`src/rtl/core/tmaa_pkg.sv`:
```
`timescale 1ns / 1ps

package tmaa_pkg;

    // Operation codes carried by the kind field.
    localparam logic [1:0] KIND_WRITE  = 2'd0;
    localparam logic [1:0] KIND_QUERY  = 2'd1;
    localparam logic [1:0] KIND_RESIZE = 2'd2;

    // Configuration register indexes.
    localparam logic [1:0] CFG_ATLAS_W   = 2'd0;
    localparam logic [1:0] CFG_ATLAS_H   = 2'd1;
    localparam logic [1:0] CFG_SECTION_W = 2'd2;
    localparam logic [1:0] CFG_SECTION_H = 2'd3;

    localparam int CFG_W    = 13;
    localparam int ID_W     = 16;
    localparam int COORD_W  = 7;
    localparam int DIV_STEPS = ID_W;

    localparam logic [ID_W-1:0] EMPTY_ID = 16'hFFFF;

    // Request to the shared divider.
    typedef struct packed {
        logic              start;
        logic [ID_W-1:0]   dividend;
        logic [CFG_W-1:0]  divisor;
    } div_req_t;

    // Answer from the shared divider; quotient and remainder hold after done.
    typedef struct packed {
        logic              done;
        logic [ID_W-1:0]   quotient;
        logic [CFG_W-1:0]  remainder;
    } div_rsp_t;

endpackage

```
`src/rtl/core/tmaa_div.sv`:
```
`timescale 1ns / 1ps

// Restoring divider, one quotient bit per cycle. The divisor must be nonzero.
module tmaa_div (
    input  logic                clk,
    input  logic                rst_n,
    input  tmaa_pkg::div_req_t  req,
    output tmaa_pkg::div_rsp_t  rsp
);

    localparam int CNT_W = $clog2(tmaa_pkg::DIV_STEPS);

    logic [tmaa_pkg::ID_W-1:0]  quo_reg, quo_next;
    logic [tmaa_pkg::CFG_W-1:0] rem_reg, rem_next;
    logic [tmaa_pkg::CFG_W-1:0] dvs_reg, dvs_next;
    logic [CNT_W-1:0]           count_reg, count_next;
    logic                       busy_reg, busy_next;
    logic                       done_reg, done_next;

    logic [tmaa_pkg::CFG_W:0]   trial;
    logic [tmaa_pkg::CFG_W:0]   diff;
    logic                       fits;

    assign trial = {rem_reg, quo_reg[tmaa_pkg::ID_W-1]};
    assign fits  = trial >= {1'b0, dvs_reg};
    assign diff  = trial - {1'b0, dvs_reg};

    always_comb
    begin
        quo_next   = quo_reg;
        rem_next   = rem_reg;
        dvs_next   = dvs_reg;
        count_next = count_reg;
        busy_next  = busy_reg;
        done_next  = 1'b0;
        if (req.start)
        begin
            quo_next   = req.dividend;
            rem_next   = '0;
            dvs_next   = req.divisor;
            count_next = '0;
            busy_next  = 1'b1;
        end
        else if (busy_reg)
        begin
            quo_next   = {quo_reg[tmaa_pkg::ID_W-2:0], fits};
            rem_next   = fits ? diff[tmaa_pkg::CFG_W-1:0] : trial[tmaa_pkg::CFG_W-1:0];
            count_next = count_reg + CNT_W'(1);
            if (count_reg == CNT_W'(tmaa_pkg::DIV_STEPS - 1))
            begin
                busy_next = 1'b0;
                done_next = 1'b1;
            end
        end
    end

    always_ff @(posedge clk or negedge rst_n)
    begin
        if (!rst_n)
        begin
            quo_reg   <= '0;
            rem_reg   <= '0;
            dvs_reg   <= '0;
            count_reg <= '0;
            busy_reg  <= 1'b0;
            done_reg  <= 1'b0;
        end
        else
        begin
            quo_reg   <= quo_next;
            rem_reg   <= rem_next;
            dvs_reg   <= dvs_next;
            count_reg <= count_next;
            busy_reg  <= busy_next;
            done_reg  <= done_next;
        end
    end

    assign rsp.done      = done_reg;
    assign rsp.quotient  = quo_reg;
    assign rsp.remainder = rem_reg;

endmodule

```
`config.mk`:
```
export PLATFORM = sky130hd
export DESIGN_NAME = tmaa_div
export DESIGN_NICKNAME = d
export VERILOG_FILES = /design/src/rtl/core/tmaa_pkg.sv /design/src/rtl/core/tmaa_div.sv
export SDC_FILE = /design/constraint.sdc
export NUM_CORES = 1
export LEC_CHECK = 0
export BUFFER_PORTS_ARGS = -buffer_cell sky130_fd_sc_hd__buf_2
export CAP_MARGIN = 15
export CORE_MARGIN = 2
export CORE_UTILIZATION = 55
export DETAILED_ROUTE_END_ITERATION = 8
export PLACE_DENSITY = 0.91
export SLEW_MARGIN = 20
export SYNTH_ARGS = -nofsm -noshare
export SYNTH_HDL_FRONTEND = slang
export SYNTH_SLANG_ARGS = --single-unit
```
`constraint.sdc`:
```
create_clock -name clk -period 2.6 [get_ports clk]
set_input_delay 0.26 -clock clk [delete_from_list [all_inputs] [get_ports clk]]
set_output_delay 0.26 -clock clk [all_outputs]
set_load 0.02 [all_outputs]
```
==> metrics.txt <==
# TYPE chip_impl_metric gauge
chip_impl_metric{name="post_synthesis_sequential_element_count",unit=""} 48
chip_impl_metric{name="flow.area_growth_from_synthesis",unit="%"} 17.9
chip_impl_metric{name="share_of_async_settable_or_async_resettable_flops_after_synthesis",unit="%"} 100
chip_impl_info{name="min-delay-path-class",value="input pin to register"} 1
chip_impl_metric{name="dieHeight",unit="µm"} 76.2
chip_impl_metric{name="number_of_synthesized_flops_with_an_enable_pin",unit=""} 0
chip_impl_metric{name="critPathMaxFanout",unit=""} 14
chip_impl_metric{name="antenna_cells_inserted",unit=""} 0
chip_impl_metric{name="globalRouteTotalUtil",unit="%"} 23.7
chip_impl_metric{name="leakagePower",unit="nW"} 1.79
chip_impl_info{name="yosys-top-cells-count",value="sky130_fd_sc_hd__dfrtp_1 (48), sky130_fd_sc_hd__nand2_1 (37), sky130_fd_sc_hd__o21ai_0 (35)"} 1
chip_impl_metric{name="initial_drc_count",unit=""} 278
chip_impl_metric{name="wire_length_of_the_first_global_routing_pass",unit="µm"} 11200
chip_impl_metric{name="ctsLongestPathBuffers",unit=""} 2
chip_impl_metric{name="post_drt_wl_per_cell",unit="µm"} 14.8
chip_impl_metric{name="site_row_count",unit=""} 26
chip_impl_info{name="hold-path-endpoint",value="quo_reg[8]$_DFFE_PN0P_"} 1
chip_impl_metric{name="vdd_ir_drop_max",unit="µV"} 604
chip_impl_info{name="rr_startpoint",value="rem_reg[3]$_DFFE_PN0P_"} 1
chip_impl_metric{name="instances_no_fill",unit=""} 442
chip_impl_metric{name="core-area",unit="µm²"} 5070
chip_impl_info{name="critPathKind",value="register to register"} 1
chip_impl_metric{name="yosysUniqueCellTypes",unit=""} 51
chip_impl_metric{name="worst-endpoint-required",unit="ns"} 2.81
chip_impl_metric{name="initial_core_util",unit="%"} 56.5
chip_impl_metric{name="synthesis.area_per_instance",unit="µm²"} 9.10
chip_impl_metric{name="yosys_warnings",unit=""} 0
chip_impl_metric{name="yosysTopAreaCellShare",unit="%"} 41.9
chip_impl_metric{name="holdPathStages",unit=""} 3
chip_impl_metric{name="clk-insertion-delay-late",unit="ns"} 0.31
chip_impl_metric{name="ioPinCount",unit=""} 62
chip_impl_info{name="rsz0062_at_grt",value="no"} 1
chip_impl_info{name="setup.worst_path.start_class",value="register"} 1
chip_impl_metric{name="final.min_clock_period",unit="ns"} 2.45
chip_impl_metric{name="buffer_ports.inserted",unit=""} 61
chip_impl_info{name="yosys.area.top_type",value="sky130_fd_sc_hd__dfrtp_1"} 1
chip_impl_metric{name="finalHoldViolations",unit=""} 0
chip_impl_metric{name="final_cell_area",unit="µm²"} 3380
chip_impl_metric{name="grt_max_degree",unit=""} 44
chip_impl_metric{name="setup-tns-final",unit="ns"} 0
chip_impl_metric{name="cts.clk_slew.worst_paths",unit="ns"} 0.09
chip_impl_metric{name="antenna_violations_before_repair",unit=""} 0
chip_impl_metric{name="synth.net_count",unit=""} 362
chip_impl_info{name="synth_top_cells_by_area",value="sky130_fd_sc_hd__dfrtp_1 (42%), sky130_fd_sc_hd__ha_1 (6.1%), sky130_fd_sc_hd__o21ai_0 (6.1%)"} 1
chip_impl_metric{name="cts.sink_count",unit=""} 48
chip_impl_metric{name="skew",unit="ns"} 0.00525
chip_impl_metric{name="final-max-slew-violation-count",unit=""} 0
chip_impl_metric{name="power_per_cell_area",unit="nW/µm²"} 952
chip_impl_info{name="synth_most_common_cell",value="sky130_fd_sc_hd__dfrtp_1"} 1
chip_impl_metric{name="postRouteAntennaNets",unit=""} 0
chip_impl_metric{name="post-cts-setup-buffer-count",unit=""} 0
chip_impl_metric{name="post-route-period-util",unit="%"} 94.3
chip_impl_metric{name="setup_viol",unit=""} 0
chip_impl_info{name="result_of_the_run",value="completed"} 1
chip_impl_metric{name="die_area",unit="µm²"} 5800
chip_impl_metric{name="vias",unit=""} 2510
chip_impl_info{name="regToRegEndpoint",value="rem_reg[5]$_DFFE_PN0P_"} 1
chip_impl_metric{name="max_freq",unit="GHz"} 0.408
chip_impl_metric{name="drc_violations_left",unit=""} 0
chip_impl_metric{name="totalWireLength",unit="µm"} 6540
chip_impl_info{name="hold_path_startpoint",value="req[21]"} 1
chip_impl_metric{name="detailed_place_hpwl",unit="µm"} 4740
chip_impl_metric{name="numPlacedInstances",unit=""} 433
chip_impl_metric{name="arrival",unit="ns"} 2.66
chip_impl_metric{name="standard_cell_area_after_detailed_placement",unit="µm²"} 3230
chip_impl_metric{name="netlist_area",unit="µm²"} 2870
chip_impl_metric{name="avgViaCountPerCell",unit=""} 5.68
chip_impl_metric{name="final_layout_size_suffix_gt1_share",unit="%"} 23.9
chip_impl_metric{name="via_count_of_the_first_global_routing_pass",unit=""} 2374
chip_impl_metric{name="r2r_setup_slack",unit="ns"} 0.15
chip_impl_metric{name="gpl.final_weighted_congestion",unit=""} 1.00
chip_impl_metric{name="ff2ff_path_depth",unit=""} 8
chip_impl_metric{name="finalNetCount",unit=""} 418
chip_impl_info{name="clock-root-buffer",value="sky130_fd_sc_hd__clkbuf_8"} 1
chip_impl_metric{name="portion_of_the_post_synthesis_area_used_by_sequential_elements",unit="%"} 41.9
chip_impl_metric{name="grt_overflow_total",unit=""} 0
chip_impl_info{name="tritoncts",value="yes"} 1
chip_impl_metric{name="dieWidth",unit="µm"} 76.2
chip_impl_info{name="end_kind",value="register"} 1
chip_impl_metric{name="ctsHtreeMaxLevel",unit=""} 2
chip_impl_info{name="synth_ff_type",value="sky130_fd_sc_hd__dfrtp_1"} 1
chip_impl_metric{name="drt-pass1-iter-count",unit=""} 4
chip_impl_metric{name="worstMarginPinSlew",unit="ns"} 0.849
chip_impl_metric{name="synthCells",unit=""} 315
chip_impl_metric{name="slew_headroom",unit="%"} 43.2
chip_impl_metric{name="max-cap-violations",unit=""} 0
chip_impl_metric{name="largest_reg_flops",unit=""} 16
chip_impl_metric{name="cts_buffers",unit=""} 5
layer usage:
layer / wire length [µm] / share of wire, % / GRT usage [%]
met2: 2940 / 45 / 35.7
met1: 3100 / 47 / 35.4
met3: 416 / 6.4 / 4.86
met4: 86 / 1.3 / 5.64
met5: 0 / 0 / 0
where the power goes:
part	switching [mW]	internal (mW)	total, mW
Sequential	0.131	0.873	1.00
Combinational	0.916	0.643	1.56
Clock	0.268	0.387	0.655
Total	1.32	1.90	3.22
kinds of logic after synthesis:
| family | count (synthesis) | synth area share [%] |
|---|---|---|
| AOI/OAI and AO/OA | 87 | 20.6 |
| xor gates and xnor gates | 10 | 3.06 |
| adders and majority gates | 15 | 6.81 |
| buffers and inverters | 38 | 5.81 |
| DFF | 48 | 41.9 |
| muxes | 18 | 6.33 |
| and+or+nand+nor | 99 | 15.5 |
critical path: stages (launching register included):
cell	delay, ns
sky130_fd_sc_hd__dfrtp_1	0.45
sky130_fd_sc_hd__ha_1	0.39
sky130_fd_sc_hd__a21o_1	0.23
sky130_fd_sc_hd__a21oi_1	0.21
sky130_fd_sc_hd__a21oi_2	0.09
sky130_fd_sc_hd__buf_4	0.16
sky130_fd_sc_hd__o21ai_4	0.33
sky130_fd_sc_hd__nand3_1	0.21
sky130_fd_sc_hd__o211a_1	0.28
how the worst max path moves through the flow:
stage,cells past startpoint,endpoint,slack (ns),startpoint
after CTS,9,rem_reg[8]$_DFFE_PN0P_,0.13,quo_reg[15]$_DFFE_PN0P_
after global routing,8,rem_reg[5]$_DFFE_PN0P_,0.04,rem_reg[3]$_DFFE_PN0P_
after global placement,7,rem_reg[5]$_DFFE_PN0P_,0.22,rem_reg[8]$_DFFE_PN0P_
final,8,rem_reg[5]$_DFFE_PN0P_,0.15,rem_reg[3]$_DFFE_PN0P_
after floorplan,10,rem_reg[4]$_DFFE_PN0P_,0.25,quo_reg[15]$_DFFE_PN0P_
after detailed placement,9,rem_reg[3]$_DFFE_PN0P_,0.14,quo_reg[15]$_DFFE_PN0P_
final cells by class:
cell class	instances	area [µm²]
Clock buffer	5	68.8
Clock inverter	3	68.8
Tap cell	70	87.6
Sequential cell	48	1200
Timing Repair Buffer	70	388
Multi-Input combinational cell	229	1500
Inverter	17	63.8
Fill cell	402	1700
metrics by stage:
stage               setup WS [ns]  hold WS [ns]  power, mW  util (%)
floorplan                   0.250       -0.0356       2.14         -
global placement            0.219         0.262       2.49      63.7
detailed placement          0.139         0.262       2.54      63.7
CTS                         0.131         0.146       3.21      66.6
global route               0.0403         0.158       3.42      66.6
finish                      0.148         0.152       3.22      66.6
layout by cell type (no fill, tap or decap), types with 4 or more instances in the layout:
master,netlist,final
sky130_fd_sc_hd__buf_2,1,61
sky130_fd_sc_hd__dfrtp_1,48,47
sky130_fd_sc_hd__nand2_1,37,37
sky130_fd_sc_hd__o21ai_0,35,35
sky130_fd_sc_hd__nor2_1,29,29
sky130_fd_sc_hd__inv_1,17,17
sky130_fd_sc_hd__mux2i_1,17,17
sky130_fd_sc_hd__nand3_1,14,14
sky130_fd_sc_hd__ha_1,14,14
sky130_fd_sc_hd__a21oi_1,8,8
sky130_fd_sc_hd__a311oi_1,8,8
sky130_fd_sc_hd__buf_4,1,7
sky130_fd_sc_hd__xnor2_1,6,6
sky130_fd_sc_hd__o21a_1,6,5
sky130_fd_sc_hd__clkbuf_8,0,5
sky130_fd_sc_hd__a21o_1,4,4
sky130_fd_sc_hd__a31oi_1,4,4
sky130_fd_sc_hd__xor2_1,4,4
what timing repair did:
action / in CTS / in global routing
resized for setup: 0 / 1
endpoints found under the setup margin: 0 / 3
hold buffers: 1 / 0
hold endpoints to repair: 21 / 0
Note: power is estimated with default switching activity, not from simulation.
